$ cat config.mk
export PLATFORM = sky130hd
export DESIGN_NAME = bblf_store
export DESIGN_NICKNAME = d
export VERILOG_FILES = /design/src/rtl/bblf_pkg.sv /design/src/rtl/bblf_store.sv
export SDC_FILE = /design/constraint.sdc
export NUM_CORES = 2
export LEC_CHECK = 0
export ABC_CLOCK_PERIOD_IN_PS = 9600
export BUFFER_PORTS_ARGS = -buffer_cell sky130_fd_sc_hd__buf_2
export CAP_MARGIN = 40
export CORE_ASPECT_RATIO = 0.5
export CORE_MARGIN = 2
export CORE_UTILIZATION = 30
export CTS_CLUSTER_SIZE = 20
export DETAILED_ROUTE_END_ITERATION = 16
export PLACE_DENSITY = 0.54
export SYNTH_ARGS = -nofsm -noshare
export SYNTH_HDL_FRONTEND = slang
export SYNTH_SLANG_ARGS = --single-unit
$ cat constraint.sdc
create_clock -name clk -period 9.6 [get_ports clk]
set_clock_uncertainty 0.15 [all_clocks]
set_input_delay 0.96 -clock clk [delete_from_list [all_inputs] [get_ports clk]]
set_output_delay 0.96 -clock clk [all_outputs]
set_load 0.05 [all_outputs]
$ cat src/rtl/bblf_pkg.sv
// ----------------------------------------------------------------------------
// bblf_pkg: shared constants and types for the box blur line filter
// Widths of the pixel store, running sums, reciprocal multiply and lane control.
// ----------------------------------------------------------------------------
package bblf_pkg;

	// Largest radius the window store is sized for
	localparam int unsigned MAX_RADIUS  = 31;
	localparam int unsigned STORE_DEPTH = 2 * MAX_RADIUS + 2;
	localparam int unsigned ADDR_W      = $clog2(STORE_DEPTH);
	localparam int unsigned POS_LIMIT   = 2 * MAX_RADIUS + 1;
	localparam int unsigned POS_W       = $clog2(POS_LIMIT + 1);
	localparam int unsigned WIN_W       = $clog2(2 * MAX_RADIUS + 2);

	// Register and channel widths
	localparam int unsigned RAD_W   = 5;
	localparam int unsigned RAD_CNT = 2 ** RAD_W;
	localparam int unsigned CH_W    = 8;
	localparam int unsigned NUM_CH  = 4;
	localparam int unsigned PIX_W   = CH_W * NUM_CH;

	// Window sum: up to (2*MAX_RADIUS+1) * 255
	localparam int unsigned SUM_W = $clog2((2 * MAX_RADIUS + 1) * 255 + 1);

	// Division by window width as multiply by ceil(2^RCP_SHIFT / w)
	localparam int unsigned RCP_SHIFT = SUM_W + WIN_W + 1;
	localparam int unsigned RCP_W     = RCP_SHIFT + 1;
	localparam int unsigned PROD_W    = SUM_W + RCP_W;

	typedef logic [CH_W-1:0]   chan_t;
	typedef logic [PIX_W-1:0]  pixel_t;
	typedef logic [PROD_W-1:0] prod_t;

	// Per-step control shared by all four lanes
	typedef struct packed {
		logic init;   // first pixel of a line: sum = w * pixel
		logic slide;  // sum += entering - leaving
		logic mul;    // product = sum * reciprocal
	} lane_ctrl_t;

endpackage

$ cat src/rtl/bblf_store.sv
// ----------------------------------------------------------------------------
// bblf_store: window pixel memory
// Circular buffer of recent pixels, one write and one registered read a cycle.
// ----------------------------------------------------------------------------
module bblf_store (
	input  logic                   clk,
	input  logic                   wr_en,
	input  logic [bblf_pkg::ADDR_W-1:0] wr_addr,
	input  bblf_pkg::pixel_t       wr_data,
	input  logic                   rd_en,
	input  logic [bblf_pkg::ADDR_W-1:0] rd_addr,
	output bblf_pkg::pixel_t       rd_data
);
	import bblf_pkg::*;

	pixel_t mem_q [STORE_DEPTH];
	pixel_t rd_data_q;

	// Write port
	always_ff @(posedge clk) begin
		if (wr_en) begin
			mem_q[wr_addr] <= wr_data;
		end
	end

	// Registered read port
	always_ff @(posedge clk) begin
		if (rd_en) begin
			rd_data_q <= mem_q[rd_addr];
		end
	end

	assign rd_data = rd_data_q;

endmodule

==> flow_metrics.py <==
metrics = {
    "synth": {
        "synth_edf_count": 2080,
        "syn_inst": 3324,
        "yosysUniqueCellTypes": 33,
        "ys_seq_area_frac": 0.792,
        "yosys_warnings": 0,
        "ys_ff_latch": 2080,
        "syn_area_per_cell_sq_um": 23.7,
        "synth_nets": 3371,
        "synth_ff_type": "edfxtp_1",
        "ys_async_sr_fraction": 0,
        "synth_area_sq_um": 78800,
    },
    "setup_path": {
        "crit_buf_inv": 3,
        "r2r_start": "mem_q[55][28]",
        "cp.arrival_ps": 4810,
        "path_cells": "buf_8, buf_12, buf_4, mux4_2, o221ai_1, a21oi_1, a21oi_1, nor2_1",
        "path_class": "input pin to flip-flop",
        "slowest_delay_ps": 770,
        "cpMostUsedCell": "a21oi_1",
        "cp-end-kind": "flip-flop",
        "slowest_stage": "a21oi_1",
        "rr_worst_depth": 4,
        "start_kind": "input pin",
        "worst-r2r-setup-slack_ps": 6880,
        "path_max_fanout": 86,
        "r2r_end": "rd_data[28]",
        "path_delay_family": "buffers and inverters",
        "cp.required_ps": 9980,
    },
    "clock_tree": {
        "clk_pin_slew_ps": 60,
        "numCtsBuffers": 204,
        "cts-resized-gates": 0,
        "tritoncts": "built",
        "cts_sinks": 2080,
        "htreeDepth": 4,
        "cts_buffer_depth": 3,
        "clockRootBuffer": "clkbuf_16",
        "ctsHoldBuffers": 0,
        "insertion_delay_ps": 830,
        "post_cts_buffers": 0,
    },
    "floorplanning": {
        "pin_count": 79,
        "start_util": 0.301,
        "dieArea_sq_um": 267000,
        "row_count": 133,
        "die_x_um": 729,
        "die_h_um": 366,
        "coreArea_sq_um": 262000,
    },
    "drt": {
        "first_iter_violations": 4589,
        "vias_per_cell": 5.11,
        "drt-total-wl_mm": 216,
        "routed-via-count": 37100,
        "wl_per_cell_um": 29.7,
        "route.detailed.drc": 0,
        "ant_nets": 0,
        "dr.pass1.iters": 5,
    },
    "timing": {
        "hold_viol": 0,
        "fin_crit_ps": 4430,
        "final.setup.tns_ps": 0,
        "fmax_mhz": 226,
        "setup_ws_ps": 5170,
        "slew_violations": 0,
        "finalCritPeriodShare": 0.461,
        "worst_pin_slew_ps": 946,
        "grt_setup_unrepaired": "false",
        "fin_hold_ws_ps": 404,
        "max-slew-margin-rel": 0.369,
        "setup_viol": 0,
    },
    "pwr": {
        "peakVddDrop_mv": 0.164,
        "leakage_uw": 0.0276,
        "p_per_area_nw_per_um2": 207,
        "total_power_uw": 18800,
    },
    "global_route": {
        "grt.total_usage": 0.159,
        "antenna_found_initial": 21,
        "grt_pass1_vias": 38000,
        "grt-ovfl-total": 0,
        "grt_max_degree": 99,
        "grt_pass1_wl_mm": 300,
    },
    "placement": {
        "gp_congestion": 0.778,
        "post-place-ws_ps": 4380,
        "port_buffers": 78,
        "dp_hpwl_mm": 113,
        "post_dp_cell_area_sq_um": 84500,
    },
    "final_layout": {
        "final_cell_area_sq_um": 90900,
        "area_growth_pct": 15.3,
        "drive_gt1_frac": 0.301,
        "fin_nets": 3618,
        "fillers": 24000,
    },
    "hold_path": {
        "hold_depth": 1,
        "holdCritStartpoint": "wr_data[25]",
        "holdPathEnd": "mem_q[4][25]",
        "hold_path_class": "input pin to flip-flop",
    },
    "run_status": {
        "outcome": "complete, no violations",
    },
    "job": {
        "max_cap_viol_count": 0,
    },
}
==> state kept, by name, summed over array words and instances, names as in the netlist <==
signal   count
mem_q     2048
rd_data     32
==> power by group <==
| part | internal (uW) | switching [uW] | total, uW |
|---|---|---|---|
| Combinational | 334 | 665 | 999 |
| Sequential | 10100 | 45.9 | 10100 |
| Clock | 4320 | 3400 | 7710 |
| Total | 14700 | 4110 | 18800 |
==> cell type report <==
| type | count | area, sq um | share of cell area |
|---|---|---|---|
| Tap cell | 3510 | 4390 | 0.0483 |
| Timing Repair Buffer | 223 | 1640 | 0.0180 |
| Clock inverter | 127 | 1070 | 0.0118 |
| Antenna cell | 9 | 22.5 | 0.000248 |
| Clock buffer | 248 | 5310 | 0.0584 |
| Multi-Input combinational cell | 1062 | 16000 | 0.176 |
| Sequential cell | 2080 | 62500 | 0.687 |
==> routing by layer <==
layer  vias to the layer above  wire, um  track usage
li1                      14800         -            -
met1                     20500     87200        0.214
met2                      1427    109000        0.271
met3                       318     13200       0.0221
met4                         2      6630       0.0462
met5                         -        13            0
==> synthesized netlist by cell type (2+ instances only) <==
library cell  instances  area [sq um]
a22oi_1              12          90.1
nand2b_1              8          50.1
and3_1                4          25.0
nand4_1               2          12.5
o32ai_1               4          35.0
buf_2                57           285
nor2_1              137           514
or3b_2                3          26.3
or3_1                 3          18.8
o22ai_1              84           526
nor3_1                7          35.0
mux4_2              544         12300
o221ai_1             27           236
or3b_1                2          17.5
buf_6                 5          56.3
nand3b_1              5          37.5
and2_1                2          12.5
a41o_1                4          40.0
a311oi_1              8          70.1
a21oi_1              62           310
buf_4                25           188
nand2_1              26          97.6
mux2i_1              93           931
buf_1                21          78.8
nand3_1               5          25.0
edfxtp_1           2080         62500
nor2b_1              15          93.8
clkbuf_1             74           278
==> per-stage QoR <==
step,util,instances
2_1_floorplan,-,3324
3_3_place_gp,0.322,6865
3_5_place_dp,0.322,6874
4_1_cts,0.347,7249
5_1_grt,0.347,7252
6_report,0.347,7259
==> worst max path at each step <==
stage | cells after the start | startpoint | to | slack, ps
after floorplan | 4 | wr_addr[3] | mem_q[48][0] | 5330
after global placement | 8 | rd_addr[0] | rd_data[22] | 4350
after detailed placement | 8 | rd_addr[0] | rd_data[22] | 4380
after CTS | 8 | rd_addr[0] | rd_data[22] | 5260
after global routing | 8 | rd_addr[0] | rd_data[22] | 4970
final | 8 | rd_addr[0] | rd_data[22] | 5170
==> kinds of logic (layout without fill, tap and decap cells) <==
kind of cell,after synthesis,count (layout),share of synthesized area
flip-flops,2080,2080,0.792
multiplexers,637,637,0.167
AND/OR/NAND/NOR,223,223,0.0126
AO/OA/AOI/OAI,202,202,0.0167
buffers and inverters,182,598,0.0112
other,0,9,0
==> cell usage in the layout, fill, tap and decap left out, types with 4 or more instances in the layout <==
master,n
buf_2,75
and3_1,4
nor2b_1,14
nor2_1,74
clkinv_1,49
inv_6,10
o22ai_1,84
clkbuf_16,206
clkinv_2,38
a41o_1,4
nand2_1,25
edfxtp_1,2080
nor3_1,5
buf_12,8
nand2b_1,8
mux2i_1,93
nor2_4,62
a21oi_1,62
o221ai_1,27
clkinv_4,5
o32ai_1,4
a22oi_1,12
mux4_2,544
buf_4,134
clkinvlp_4,6
diode_2,9
nand3b_1,5
nand3_1,5
a311oi_1,4
clkbuf_1,42
a311oi_2,4
bufinv_16,14
Power figures use the tool's default switching activity.
