[config.mk]
export PLATFORM = sky130hd
export DESIGN_NAME = bblf_merge
export DESIGN_NICKNAME = d
export VERILOG_FILES = /design/src/rtl/bblf_pkg.sv /design/src/rtl/bblf_merge.sv
export SDC_FILE = /design/constraint.sdc
export NUM_CORES = 1
export LEC_CHECK = 0
export BUFFER_PORTS_ARGS = -buffer_cell sky130_fd_sc_hd__buf_2
export CAP_MARGIN = 10
export CORE_AREA = 5 5 69 71
export CTS_CLUSTER_DIAMETER = 60
export DETAILED_ROUTE_END_ITERATION = 16
export DIE_AREA = 0 0 74 76
export GPL_TIMING_DRIVEN = 0
export PLACE_DENSITY = 0.79
export SLEW_MARGIN = 30
export SYNTH_ARGS = -nofsm -noshare
export SYNTH_HDL_FRONTEND = slang
export SYNTH_SLANG_ARGS = --single-unit
export TNS_END_PERCENT = 100
[constraint.sdc]
create_clock -name clk -period 1.1 [get_ports clk]
set_input_delay 0.22 -clock clk [delete_from_list [all_inputs] [get_ports clk]]
set_output_delay 0.22 -clock clk [all_outputs]
set_load 0.01 [all_outputs]
[src/rtl/bblf_pkg.sv]
// ----------------------------------------------------------------------------
// bblf_pkg: shared constants and types for the box blur line filter
// Widths of the pixel store, running sums, reciprocal multiply and lane control.
// ----------------------------------------------------------------------------
package bblf_pkg;

	// Largest radius the window store is sized for
	localparam int unsigned MAX_RADIUS  = 31;
	localparam int unsigned STORE_DEPTH = 2 * MAX_RADIUS + 2;
	localparam int unsigned ADDR_W      = $clog2(STORE_DEPTH);
	localparam int unsigned POS_LIMIT   = 2 * MAX_RADIUS + 1;
	localparam int unsigned POS_W       = $clog2(POS_LIMIT + 1);
	localparam int unsigned WIN_W       = $clog2(2 * MAX_RADIUS + 2);

	// Register and channel widths
	localparam int unsigned RAD_W   = 5;
	localparam int unsigned RAD_CNT = 2 ** RAD_W;
	localparam int unsigned CH_W    = 8;
	localparam int unsigned NUM_CH  = 4;
	localparam int unsigned PIX_W   = CH_W * NUM_CH;

	// Window sum: up to (2*MAX_RADIUS+1) * 255
	localparam int unsigned SUM_W = $clog2((2 * MAX_RADIUS + 1) * 255 + 1);

	// Division by window width as multiply by ceil(2^RCP_SHIFT / w)
	localparam int unsigned RCP_SHIFT = SUM_W + WIN_W + 1;
	localparam int unsigned RCP_W     = RCP_SHIFT + 1;
	localparam int unsigned PROD_W    = SUM_W + RCP_W;

	typedef logic [CH_W-1:0]   chan_t;
	typedef logic [PIX_W-1:0]  pixel_t;
	typedef logic [PROD_W-1:0] prod_t;

	// Per-step control shared by all four lanes
	typedef struct packed {
		logic init;   // first pixel of a line: sum = w * pixel
		logic slide;  // sum += entering - leaving
		logic mul;    // product = sum * reciprocal
	} lane_ctrl_t;

endpackage

[src/rtl/bblf_merge.sv]
// ----------------------------------------------------------------------------
// bblf_merge: output stage
// Gathers the four lane quotients into one result item and holds it on stall.
// ----------------------------------------------------------------------------
module bblf_merge (
	input  logic            clk,
	input  logic            arst_n,
	input  logic            load,
	input  bblf_pkg::prod_t prod [bblf_pkg::NUM_CH],
	input  logic            line_end,
	input  logic            out_stall,
	output logic            free,
	output logic            out_valid,
	output logic [7:0]      red_out,
	output logic [7:0]      green_out,
	output logic [7:0]      blue_out,
	output logic [7:0]      alpha_out,
	output logic            line_end_out
);
	import bblf_pkg::*;

	logic  valid_q;
	chan_t mean_q [NUM_CH];
	logic  line_end_q;

	// Register can take a new item when empty or being drained
	assign free = !valid_q || !out_stall;

	always_ff @(posedge clk or negedge arst_n) begin
		if (!arst_n) begin
			valid_q <= 1'b0;
		end else if (load) begin
			valid_q <= 1'b1;
		end else if (!out_stall) begin
			valid_q <= 1'b0;
		end
	end

	// Quotient is the product shifted down by the reciprocal scale
	always_ff @(posedge clk) begin
		if (load) begin
			for (int c = 0; c < NUM_CH; c++) begin
				mean_q[c] <= prod[c][RCP_SHIFT +: CH_W];
			end
			line_end_q <= line_end;
		end
	end

	assign out_valid    = valid_q;
	assign red_out      = mean_q[0];
	assign green_out    = mean_q[1];
	assign blue_out     = mean_q[2];
	assign alpha_out    = mean_q[3];
	assign line_end_out = line_end_q;

endmodule

==> results.cfg, run 1 <==
[outcome]
status = completed

[route]
drt-pass1-iter-count = 3
detail_route.wl_per_cell_um = 14.5
drc = 0
antenna_left = 0
vias_per_cell = 3.82
drtIter0Drc = 28
totalWireLength_mm = 2.44
vias = 642

[floorplanning]
fp.dieW_um = 74
rows = 24
pin_count = 184
coreArea_um2 = 4170
design.die.area_um2 = 5620
fp.dieH_um = 76
initial_core_util_pct = 24.6

[finish]
layout.nets = 264
syn2layout_area_growth_pct = 49.7
final_area_um2 = 1540
num_antenna_cells = 0
drive_gt1_share_pct = 65.5
nFillCells = 411

[logic_synthesis]
synth.area.mux_share_pct = 0
synth_top_family_by_area = compound AO/OA/AOI/OAI gates
yosysUniqueCellTypes = 4
synth_area_per_cell_um2 = 28.5
synthCells = 36
synth_area_um2 = 1030
ys_warn_count = 0
syn-num-nets = 185
synthSimpleGateAreaFrac_pct = 0.365
synthXorXnorAreaFrac_pct = 0
synth-seq-cells = 34
yosys.area_share.adder_pct = 0
synth_compound_gate_area_share_pct = 0.731
ys_seq_area_share_pct = 98.9

[global_routing]
overflow = 0
grt_pass1_vias = 715
grt_max_degree = 35
grt_pass1_wl_mm = 3.71
grt_use_total_pct = 9.06
antenna_found_initial = 0

[worst_setup_path]
path_class = reg -> out
ff2ff_setup_slack_ns = 0.41
critPathLaunchType = flip-flop
slowest_stage = dfrtp_1
cp_top_family = flip-flops
worstPathMaxFanout = 3
reg2reg_to = out_valid
cpPeakStageDelay_ns = 0.39
worst-path-buf-inv = 1
critical_path.endpoint_type = output port
required_ns = 0.88
r2r-start = out_valid
arrival_ns = 0.84
path_cells = nand2_1 > buf_2
worstRegToRegCells = 1

[timing]
final-max-slew-violation-count = 0
worst_pin_slew_ns = 0.762
rsz0062_at_grt = yes
fin_crit_ns = 1.06
fmax_mhz = 942
hold_viol = 0
finalClockSkew_ns = 0
slew_headroom_pct = 49.2
setup_viol = 0
setup_slack_ns = 0.0379
fin_crit_sh_pct = 96.6

[power_and_ir_drop]
clock_power_share_pct = 31.9
power_frac_comb_pct = 9.4
power_w = 0.00265
p_leak_nw = 0.664
p_seq_share_pct = 58.7
p_int_w = 0.00210
ir_drop_mv = 0.843
swShare_pct = 20.9
power_density_nw_per_um2 = 1720
power_switching_w = 0.000555

[clock_tree]
cts_resized = 0
cts_buffer_depth = 2
cts.sinks = 34
cts.clk_slew.worst_paths_ns = 0.06
cts_tree = yes
clkLatencyLatePin_ns = 0.27
cts-htree-levels = 2
cts_buffers = 5
cts_root_buf = clkbuf_8

[place]
place_area_um2 = 1450
place_ws_ns = -0.120
place_congestion = 0.639
portBuffers = 71

[worst_hold_path]
holdPathEnd = mean_q[2][4]
hp-start = prod[61]
hold_path.class = in -> reg
whs_path_depth = 1

[flow_run]
max_cap_violations = 0
-- flip-flops by register name, summed over array words and instances (netlist names) --
register / count
out_valid: 1
line_end_out: 1
mean_q: 32
-- cells by family (layout without fill, tap and decap cells) --
group,after synthesis,count (layout)
compound gates,1,1
simple gates,1,1
buf+inv,0,80
flops,34,34
-- routing by layer --
layer	GRT usage [%]	up-vias	routed length, um	share of wire, %
li1	-	300	-	-
met1	8.89	296	836	34
met2	14.1	46	1180	48
met3	7.65	0	425	17
met4	2.72	0	0	0
met5	0	-	0	0
-- layout by cell type (no fill, tap or decap) --
cell type      instances
buf_2                 71
edfxtp_1              33
clkbuf_8               5
clkbuf_1               3
a21o_1                 1
nand2_1                1
dlygate4sd3_1          1
dfrtp_1                1
-- power by group through the flow --
stage / combinational [W] / clock (W) / sequential, W
after detailed placement: 0.000253 / 0 / 0.00159
final: 0.000248 / 0.000847 / 0.00156
after floorplan: 0.00000439 / 0 / 0.00165
after global routing: 0.000271 / 0.000954 / 0.00157
after global placement: 0.000248 / 0 / 0.00158
after CTS: 0.000256 / 0.000903 / 0.00156
-- layout make-up --
class / count / area, um2 / share of cell area (%)
Clock buffer: 8 / 80.1 / 5.21
Multi-Input combinational cell: 2 / 11.3 / 0.732
Sequential cell: 34 / 1020 / 66.1
Timing Repair Buffer: 72 / 365 / 23.8
Tap cell: 52 / 65.1 / 4.23
-- through the flow --
stage	std cells	util [%]	setup TNS, ns	hold WS (ns)
floorplan	36	-	0	-0.0756
global placement	159	34.7	-2.91	-0.00445
detailed placement	159	34.7	-3.89	-0.00415
CTS	168	36.8	0	0.100
global route	168	36.8	-0.0238	0.0968
finish	168	36.8	0	0.117
-- worst max-delay path by stage --
| stage | slack [ns] | end | cells past startpoint | start |
|---|---|---|---|---|
| floorplan | 0.36 | free | 1 | out_valid |
| global placement | -0.09 | mean_q[2][1] | 1 | load |
| detailed placement | -0.12 | mean_q[2][1] | 1 | load |
| CTS | 0.008 | free | 2 | out_valid |
| global route | -0.02 | free | 2 | out_valid |
| finish | 0.04 | free | 2 | out_valid |
-- cell usage after synthesis --
cell type	count	area, um2
edfxtp_1	33	991
a21o_1	1	7.51
dfrtp_1	1	25.0
nand2_1	1	3.75
-- what timing repair did --
action                                 in CTS  in global routing
setup buffers                               0                  0
hold buffers                                1                  0
endpoints found under the hold margin       1                  0
setup endpoints to repair                   0                  1
No activity file was read; power rests on OpenSTA's default activity.
==> run 2, diff against run 1 <==
CAP_MARGIN = unset   (was 10)
CELL_PAD_IN_SITES_DETAIL_PLACEMENT = 1   (was unset)
CELL_PAD_IN_SITES_GLOBAL_PLACEMENT = 1   (was unset)
CORE_AREA = unset   (was 5 5 69 71)
CORE_ASPECT_RATIO = 1.2   (was unset)
CORE_MARGIN = 5   (was unset)
CORE_UTILIZATION = 18   (was unset)
DIE_AREA = unset   (was 0 0 74 76)
PLACE_DENSITY = 0.84   (was 0.79)
SKIP_LAST_GASP = 1   (was unset)
==> results.cfg, run 2 (synthesized netlist as in run 1, its figures left out) <==
[outcome]
status = completed

[finish]
final_area_um2 = 1550
fin_util_pct = 27.7
layout.nets = 264
drive_gt1_share_pct = 66.1
syn2layout_area_growth_pct = 50.8
largest_register_ffs = 32
regMostFlops = mean_q
most-common-layout-cells = 71 x buf_2, 33 x edfxtp_1, 5 x clkbuf_8
final_common_cell = buf_2
final_cell_count_no_fill = 179
num_antenna_cells = 0

[global_routing]
grt_use_total_pct = 8.05
overflow = 0
grt_pass1_wl_mm = 4.20
antenna_found_initial = 0
grt_pass1_vias = 773
grt_max_degree = 35

[clock_tree]
cts.sinks = 34
cts_root_buf = clkbuf_8
cts_resized = 0
cts_buffer_depth = 2
cts-htree-levels = 2
clkLatencyLatePin_ns = 0.28
cts_buffers = 5
cts.clk_slew.worst_paths_ns = 0.06
cts_tree = yes

[timing]
fmax_mhz = 933
final-max-slew-violation-count = 0
rsz0062_at_grt = yes
setup_viol = 0
finalClockSkew_ns = 0
slew_headroom_pct = 51.4
fin_crit_ns = 1.07
hold_viol = 0
worst_pin_slew_ns = 0.729
fin_crit_sh_pct = 97.4

[route]
detail_route.wl_per_cell_um = 15.9
drt-pass1-iter-count = 2
vias_per_cell = 3.70
drtIter0Drc = 36
drc = 0
totalWireLength_mm = 2.84
vias = 662
antenna_left = 0

[worst_hold_path]
holdPathEnd = mean_q[0][3]
whs_path_depth = 1
hp-start = prod[132]
hold_path.class = in -> reg

[power_and_ir_drop]
ir_drop_mv = 0.751
power_density_nw_per_um2 = 1700
p_leak_nw = 0.663

[worst_setup_path]
critPathLaunchType = flip-flop
worstRegToRegCells = 1
path_class = reg -> out
r2r-start = out_valid
cpPeakStageDelay_ns = 0.40
ff2ff_setup_slack_ns = 0.42
path_cells = nand2_1 > buf_2
worstPathMaxFanout = 3
arrival_ns = 0.85
required_ns = 0.88
slowest_stage = dfrtp_1
reg2reg_to = out_valid
critical_path.endpoint_type = output port

[place]
place_area_um2 = 1460
dp.cells = 171
portBuffers = 71
place_congestion = 0.661

[floorplanning]
fp.dieW_um = 79.0
design.die.area_um2 = 7320
rows = 30
coreArea_um2 = 5590
pin_count = 184
initial_core_util_pct = 18.4
fp.dieH_um = 92.8

[flow_run]
max_cap_violations = 0
-- run 2: through the flow --
step           hold slack (ns)  total power, W  setup slack (ns)  setup TNS, ns
6_report                 0.114         0.00264            0.0281              0
5_1_grt                 0.0988         0.00277           -0.0120        -0.0120
4_1_cts                  0.101         0.00269           0.00892              0
3_5_place_dp          -0.00287         0.00185            -0.107          -3.45
3_3_place_gp          -0.00428         0.00184           -0.0607          -1.96
2_1_floorplan          -0.0756         0.00165             0.360              0
-- run 2: critical path: cells and delay by family, from the launching register on --
| kind | cells | cell delay, ns |
|---|---|---|
| simple gates | 1 | 0.06 |
| flops | 1 | 0.40 |
| buf+inv | 1 | 0.12 |
-- run 2: power breakdown --
group | internal (W) | switching (W)
Combinational | 0.000114 | 0.000140
Clock | 0.000435 | 0.000389
Sequential | 0.00153 | 0.0000237
Total | 0.00208 | 0.000552
-- run 2: cell type report --
class,count,area (um2)
well taps,64,80.1
clock buffers,7,76.3
fillers,603,4040
flip-flops and latches,34,1020
repair buffers,72,365
multi-input cells,2,11.3
-- run 2: timing repair --
action / in CTS / in global routing
endpoints found under the hold margin: 1 / 0
setup endpoints to repair: 1 / 1
cloned: 0 / 0
pin swaps: 1 / 0
hold buffers: 1 / 0
buffers inserted: 0 / 0
-- run 2: worst max path at each step --
stage / start / to
after floorplan: out_valid / free
after global placement: load / mean_q[0][4]
after detailed placement: load / mean_q[0][0]
after CTS: out_valid / free
after global routing: out_valid / free
final: out_valid / free
-- run 2: layer usage --
layer,part of all wire [%],vias up,track usage (%),routed length (um)
met5,0,-,0,0
met4,1.6,0,3.44,46
met1,33,308,7.12,926
met2,52,49,14.4,1490
met3,13,6,4.86,377
li1,-,299,-,-
