$ cat config.mk
export PLATFORM = sky130hd
export DESIGN_NAME = bblf_lane
export DESIGN_NICKNAME = d
export VERILOG_FILES = /design/src/rtl/bblf_pkg.sv /design/src/rtl/bblf_lane.sv
export SDC_FILE = /design/constraint.sdc
export NUM_CORES = 1
export LEC_CHECK = 0
export BUFFER_PORTS_ARGS = -buffer_cell sky130_fd_sc_hd__buf_4
export CAP_MARGIN = 20
export CORE_UTILIZATION = 65
export CTS_CLUSTER_SIZE = 24
export DETAILED_ROUTE_END_ITERATION = 10
export PLACE_DENSITY = 0.95
export SKIP_LAST_GASP = 1
export SLEW_MARGIN = 5
export SYNTH_ARGS = -nofsm -noshare
export SYNTH_HDL_FRONTEND = slang
export SYNTH_SLANG_ARGS = --single-unit
export TNS_END_PERCENT = 100
$ cat constraint.sdc
create_clock -name clk -period 6.8 [get_ports clk]
set_clock_uncertainty 0.2 [all_clocks]
set_input_delay 1.36 -clock clk [delete_from_list [all_inputs] [get_ports clk]]
set_output_delay 1.36 -clock clk [all_outputs]
set_load 0.01 [all_outputs]
$ cat src/rtl/bblf_pkg.sv
// ----------------------------------------------------------------------------
// bblf_pkg: shared constants and types for the box blur line filter
// Widths of the pixel store, running sums, reciprocal multiply and lane control.
// ----------------------------------------------------------------------------
package bblf_pkg;

	// Largest radius the window store is sized for
	localparam int unsigned MAX_RADIUS  = 31;
	localparam int unsigned STORE_DEPTH = 2 * MAX_RADIUS + 2;
	localparam int unsigned ADDR_W      = $clog2(STORE_DEPTH);
	localparam int unsigned POS_LIMIT   = 2 * MAX_RADIUS + 1;
	localparam int unsigned POS_W       = $clog2(POS_LIMIT + 1);
	localparam int unsigned WIN_W       = $clog2(2 * MAX_RADIUS + 2);

	// Register and channel widths
	localparam int unsigned RAD_W   = 5;
	localparam int unsigned RAD_CNT = 2 ** RAD_W;
	localparam int unsigned CH_W    = 8;
	localparam int unsigned NUM_CH  = 4;
	localparam int unsigned PIX_W   = CH_W * NUM_CH;

	// Window sum: up to (2*MAX_RADIUS+1) * 255
	localparam int unsigned SUM_W = $clog2((2 * MAX_RADIUS + 1) * 255 + 1);

	// Division by window width as multiply by ceil(2^RCP_SHIFT / w)
	localparam int unsigned RCP_SHIFT = SUM_W + WIN_W + 1;
	localparam int unsigned RCP_W     = RCP_SHIFT + 1;
	localparam int unsigned PROD_W    = SUM_W + RCP_W;

	typedef logic [CH_W-1:0]   chan_t;
	typedef logic [PIX_W-1:0]  pixel_t;
	typedef logic [PROD_W-1:0] prod_t;

	// Per-step control shared by all four lanes
	typedef struct packed {
		logic init;   // first pixel of a line: sum = w * pixel
		logic slide;  // sum += entering - leaving
		logic mul;    // product = sum * reciprocal
	} lane_ctrl_t;

endpackage

$ cat src/rtl/bblf_lane.sv
// ----------------------------------------------------------------------------
// bblf_lane: one colour channel of the blur
// Running window sum and its product with the window reciprocal.
// ----------------------------------------------------------------------------
module bblf_lane (
	input  logic                   clk,
	input  logic                   arst_n,
	input  bblf_pkg::lane_ctrl_t   ctrl,
	input  logic [bblf_pkg::WIN_W-1:0] win,
	input  logic [bblf_pkg::RCP_W-1:0] rcp,
	input  bblf_pkg::chan_t        enter_ch,
	input  bblf_pkg::chan_t        leave_ch,
	output bblf_pkg::prod_t        prod
);
	import bblf_pkg::*;

	logic [SUM_W-1:0] sum_q;
	logic [SUM_W-1:0] init_sum;
	logic [SUM_W-1:0] slide_sum;
	prod_t            prod_q;

	// Start value and sliding update; the true sum never leaves range
	assign init_sum  = SUM_W'(win) * SUM_W'(enter_ch);
	assign slide_sum = sum_q + SUM_W'(enter_ch) - SUM_W'(leave_ch);

	always_ff @(posedge clk or negedge arst_n) begin
		if (!arst_n) begin
			sum_q <= '0;
		end else if (ctrl.init) begin
			sum_q <= init_sum;
		end else if (ctrl.slide) begin
			sum_q <= slide_sum;
		end
	end

	// Reciprocal multiply, registered before the merge stage
	always_ff @(posedge clk) begin
		if (ctrl.mul) begin
			prod_q <= PROD_W'(sum_q) * PROD_W'(rcp);
		end
	end

	assign prod = prod_q;

endmodule

==> results of run 1 <==
-- routing by layer --
layer	vias to the layer above	global-route usage (%)
met3	243	5.83
li1	4937	-
met1	5679	38.0
met5	-	0
met4	0	21.0
met2	699	58.9
-- path summary, 6_finish.rpt --
kind                       endpoint  slack, ns  cells past startpoint
max reg2reg                prod[35]       0.03                     19
min reg2reg                sum_q[2]       0.70                      3
min in group clk           sum_q[2]       0.70                      3
max in group asynchronous  sum_q[8]       5.53                      1
max                        prod[34]      -0.12                     22
min                        sum_q[1]       0.68                      1
-- repair_timing --
item,CTS,global route
setup endpoints to repair,10,12
resized for setup,23,80
setup buffers,2,6
gates cloned,0,2
pin swaps,7,51
-- metrics by stage --
step	hold slack (ns)	setup slack, ns	utilization [%]
CTS	0.666	-0.0171	74.7
floorplan	0.388	-0.0264	-
finish	0.683	-0.121	76.6
global placement	0.628	-0.474	73.3
detailed placement	0.652	-0.680	73.3
global route	0.687	-0.243	76.6
-- kinds of logic after synthesis --
logic type	Yosys count	share of synthesized area, %
XOR/XNOR	56	3.54
multiplexers	6	0.433
flip-flops	50	10.3
adder cells (fa/ha/maj)	406	51.2
AND/OR/NAND/NOR	467	16.2
buffers and inverters	398	10.8
AO/OA/AOI/OAI	157	7.45
-- cell type report --
type	count	area [um2]	share of cell area (%)
Multi-Input combinational cell	1092	11300	70.3
Tap cell	275	344	2.14
Inverter	334	1250	7.81
Sequential cell	50	1430	8.91
Clock buffer	6	129	0.802
Timing Repair Buffer	189	1580	9.82
Clock inverter	2	37.5	0.234
-- state kept, by name, indices dropped and copies added (netlist names) --
name	cells
sum_q	14
prod	36
-- worst max-delay path: cells and delay by family --
| kind | cells | cell delay [ns] |
|---|---|---|
| and+or+nand+nor | 2 | 0.48 |
| adders and majority gates | 7 | 3.35 |
| AOI/OAI and AO/OA | 7 | 1.03 |
| xor gates and xnor gates | 1 | 0.08 |
| buffers and inverters | 5 | 0.44 |
-- cells in the final DEF (no fill, tap or decap), types with 3 or more instances in the layout --
cell | netlist | final
ha_4 | 0 | 12
and2_4 | 0 | 10
xnor2_1 | 36 | 35
nor2_2 | 0 | 3
buf_4 | 0 | 169
o21ai_1 | 1 | 4
and2_1 | 159 | 149
nand2b_1 | 3 | 3
o21a_4 | 1 | 3
a21oi_1 | 46 | 37
buf_8 | 0 | 3
buf_12 | 0 | 5
nor2_1 | 33 | 30
nand2_1 | 227 | 223
ha_1 | 136 | 123
fa_1 | 270 | 264
inv_2 | 0 | 11
o211ai_1 | 3 | 3
a21oi_2 | 0 | 8
a211oi_1 | 11 | 9
inv_1 | 334 | 323
edfxtp_1 | 36 | 36
nand4_1 | 7 | 7
dfrtp_1 | 14 | 14
nand2_2 | 0 | 4
or3_1 | 4 | 4
mux2i_1 | 6 | 6
clkbuf_16 | 0 | 7
nand3_1 | 13 | 12
o21ai_0 | 37 | 34
o21bai_1 | 5 | 5
a21o_1 | 25 | 25
buf_6 | 0 | 10
o21a_1 | 8 | 7
nor3_1 | 8 | 7
fa_2 | 0 | 6
xor2_1 | 20 | 20
nor2b_1 | 6 | 6
==> metrics.txt, run 1 <==
post-DR wirelength/cell 18.9 um; Max stage delay on crit path 0.59 ns; status complete, but fails checks; I/O Buffers 84; most common cell in the netlist inv_1; FP Rows between 50 and 60; post-route setup slack -0.121 ns; placed insts 1,930; Post-synth top cells inv_1, fa_1, nand2_1; DRC 0; CTS Hold Bufs 0; period utilisation layout 102%; Final setup violation count 7; failing checks negative setup slack; Yosys Warn Count 0; CP max FO 6; Max-slew headroom 32.4%; met2 wire length between 15 and 20 mm; Die Area 21,900 um2; worst r2r src sum_q[9]; Critical Path AT around 6.8 ns; Primary FF master, synth edfxtp_1; RSZ-0062 raised after global routing true; Fillers 1,223; sequential element share of the synthesized area 10.3%; CTS HTree Levels 2; final cell count without fillers 1,948; Netlist cell types 48; most used cell, CP fa_1; synthesized area per cell between 9 and 10 um2; ranking of synthesized cells by area fa_1, ha_1, inv_1, edfxtp_1, and2_1; routed wire length 36.8 mm; initial DRC count 1,063; final hold vios 0; Async SR Flop Fraction 28.0%; grt ovf 0; gr usage total between 30% and 40%; Worst-path clk slew 0.08 ns; largest net degree at the start of global routing 37; gate count of the mapped netlist roughly 1,500; crit path cell chain buf_12 > clkbuf_16 > nand2_1 > fa_1 > inv_1 > fa_1 > fa_1 > fa_1 > fa_1 > inv_1 > fa_1 > inv_1 > ha_4 > a21oi_1 > o21bai_1 > a21oi_2 > or3_1 > o21a_4 > a21boi_2 > o211ai_1 > o21ai_1 > xor2_1; routed length on met3 3.10 mm; number of synthesized register bits 50; die width 148 um; final instance area 16,100 um2; Worst Setup SP rcp[7]; HP Class input pin to async pin; Max Cap Violations 0; global-route wire length before repair roughly 58 mm; share of the synthesized area in the top cell type just under 40%; initial antenna violation count 0; slowest stage cell on the critical path fa_1; Num CTS Buffers 5; clk sink count 50; Bufs on Longest Clock Path 2; syn_nets 1,995; largest area contributor in the netlist fa_1; CP startpoint kind input pin; Clk Latency, worst-skew pair 0.31 ns; area delta synth->final 15.8%; Post-synth EDFFs 36; diode count 0; Max Used Layer met4; f_max 144 MHz; I/O pin total 85; die height approximately 150 um; Detailed Routing Iterations Pass 1 6; Antenna Nets Post-Route 0; clk root buf clkbuf_16; Crit path required time 6.66 ns; vias 11,558; drt via density 5.93; placed cell area ~15,000 um2; Detailed Place HPWL 28.0 mm; Initial Utilization about two thirds; Final Critical Period 6.92 ns; CP Capture Type register; WS Path Type input pin to register; transition time of the tightest slew-check pin 1.01 ns; CTS tree done; Routed met1 length 12.3 mm; Synth Cell Area 13,900 um2; GP Congestion between 0.9 and 1; Max Slew Vio Count 0; vias in the first global route 12,623; core area about 21,000 um2; final setup TNS -0.412 ns; nets@finish 2,127; share of cells above drive strength 1 16.2%
Power of run 1 is not shown: default switching activity piles up to over one toggle a cycle in this logic, so the estimate is an artifact.
==> run 2: changes to the inputs <==
- RECOVER_POWER: not set -> 100
==> run 2 against run 1 <==
  * The run ends with max-capacitance violations, max-slew violations, negative setup slack left
  * First-iteration DRC count down 5.3%
  * Register-to-register slack about the same
  * Sequential share of layout area up 0.095 points
  * Global-route usage unchanged
  * Wire length about the same
  * Core utilization down 0.81 points
  * Count of clock-buffer cells in the layout unchanged
  * Via count up 0.20%
  * Non-clock buffer count unchanged
  * Critical path type unchanged
  * Highest routed layer unchanged
==> metrics.txt, run 2 (synthesis gave the netlist of run 1 again) <==
Reg2Reg Capture Point prod[35]; core area 21,000 um2; HP Class register to register; CTS Hold Bufs 0; Critical Path AT 6.81 ns; die width 148 um; period utilisation layout 102%; CTS HTree Levels 2; vias in the first global route 12,623; diode count 0; Detailed Routing Iterations Pass 1 7; global-route wire length before repair 57.5 mm; Worst Hold End sum_q[2]; gr usage total approximately a third; Worst Hold Launch sum_q[2]; Initial Utilization 66.2%; Die Area 21,900 um2; I/O pin total 85; Crit path required time around 6.7 ns; Max Slew Vio Count 37; Largest register FFs 36; most frequent cells in the layout inv_1, fa_1, nand2_1; Final Critical Period 6.95 ns; FP Rows between 50 and 60; die height 148 um; post-route setup slack -0.153 ns; Worst-path clk slew roughly 0.08 ns; Final setup violation count 8; area delta synth->final 14.6%; Detailed Place HPWL 28.0 mm; final cell count without fillers 1,948; initial antenna violation count 0; clk root buf clkbuf_16; FF-to-FF path depth 19; final hold vios 0; Antenna Nets Post-Route 0; nets@finish around 2,100; worst r2r src sum_q[9]; f_max 144 MHz; WS Path Type input pin to register; placed insts 1,930; CTS tree done; transition time of the tightest slew-check pin about 2.1 ns; Clk Latency, worst-skew pair 0.31 ns; share of cells above drive strength 1 between 10% and 20%; initial DRC count 1,007; drt via density 5.95; grt ovf 0; Bufs on Longest Clock Path 2; r2r setup slk about 0.020 ns; DRC 0; GP Congestion around 0.97; post-DR wirelength/cell 18.9 um; routed wire length around 37 mm; clk sink count 50; Num CTS Buffers 5; commonest non-fill, non-tap cell in the layout inv_1; largest net degree at the start of global routing 37; RSZ-0062 raised after global routing true; I/O Buffers 84; failing checks max-capacitance violations, max-slew violations, negative setup slack; vias ~12,000; CP max FO 6; CP startpoint kind input pin; Max Cap Violations 1; Worst Hold Depth 3; final setup TNS -0.580 ns; Max-slew headroom -40.5%; CP Capture Type register; status complete, but fails checks
[run 2: changes by cell type in the layout (fill, tap and decap cells not counted), sizes merged]
cell    delta
buf       -43
clkbuf    +43
[run 2: layout make-up]
| class | instances | area, um2 |
|---|---|---|
| clock buffers | 6 | 129 |
| repair buffers | 189 | 1420 |
| well taps | 275 | 344 |
| multi-input cells | 1092 | 11300 |
| clock inverters | 2 | 37.5 |
| inverters | 334 | 1250 |
| flip-flops and latches | 50 | 1430 |
| fillers | 1260 | 5060 |
[run 2: routing by layer]
metal	GRT usage, %	up-vias	wire, um
met4	21.0	0	2460
met2	58.9	709	19000
met5	0	-	0
met3	5.83	235	3060
li1	-	4937	-
met1	38.0	5700	12400
[run 2: timing repair]
item / CTS / global route
hold endpoints to repair: 0 / 0
setup endpoints to repair: 10 / 12
resized for setup: 23 / 80
pin swaps: 7 / 51
gates cloned: 0 / 2
buffers inserted: 2 / 6
[run 2: worst max path at each step]
stage / start / end / slack, ns
final: rcp[7] / prod[34] / -0.15
after global routing: rcp[7] / prod[34] / -0.24
after CTS: rcp[7] / prod[29] / -0.02
after global placement: rcp[8] / prod[31] / -0.47
after detailed placement: rcp[8] / prod[31] / -0.68
after floorplan: rcp[8] / prod[29] / -0.03
[run 2: critical path, stage by stage]
cell       delay, ns
buf_12          0.10
clkbuf_16       0.14
nand2_1         0.12
fa_1            0.60
inv_1           0.08
fa_1            0.50
fa_1            0.57
fa_1            0.43
fa_1            0.49
inv_1           0.05
fa_1            0.49
inv_1           0.07
ha_4            0.30
a21oi_1         0.09
o21bai_1        0.17
a21oi_2         0.08
or3_1           0.36
o21a_4          0.14
a21boi_2        0.17
o211ai_1        0.18
o21ai_1         0.20
xor2_1          0.08
[run 2: per-stage QoR]
step | cell area (um2) | utilization [%] | hold WS, ns | setup WS [ns]
3_3_place_gp | 15400 | 73.3 | 0.628 | -0.474
3_5_place_dp | 15400 | 73.3 | 0.652 | -0.680
5_1_grt | 15900 | 75.8 | 0.688 | -0.243
4_1_cts | 15700 | 74.7 | 0.666 | -0.0171
2_1_floorplan | 13900 | - | 0.388 | -0.0264
6_report | 15900 | 75.8 | 0.688 | -0.153
Power of run 2 is left out for the same reason.
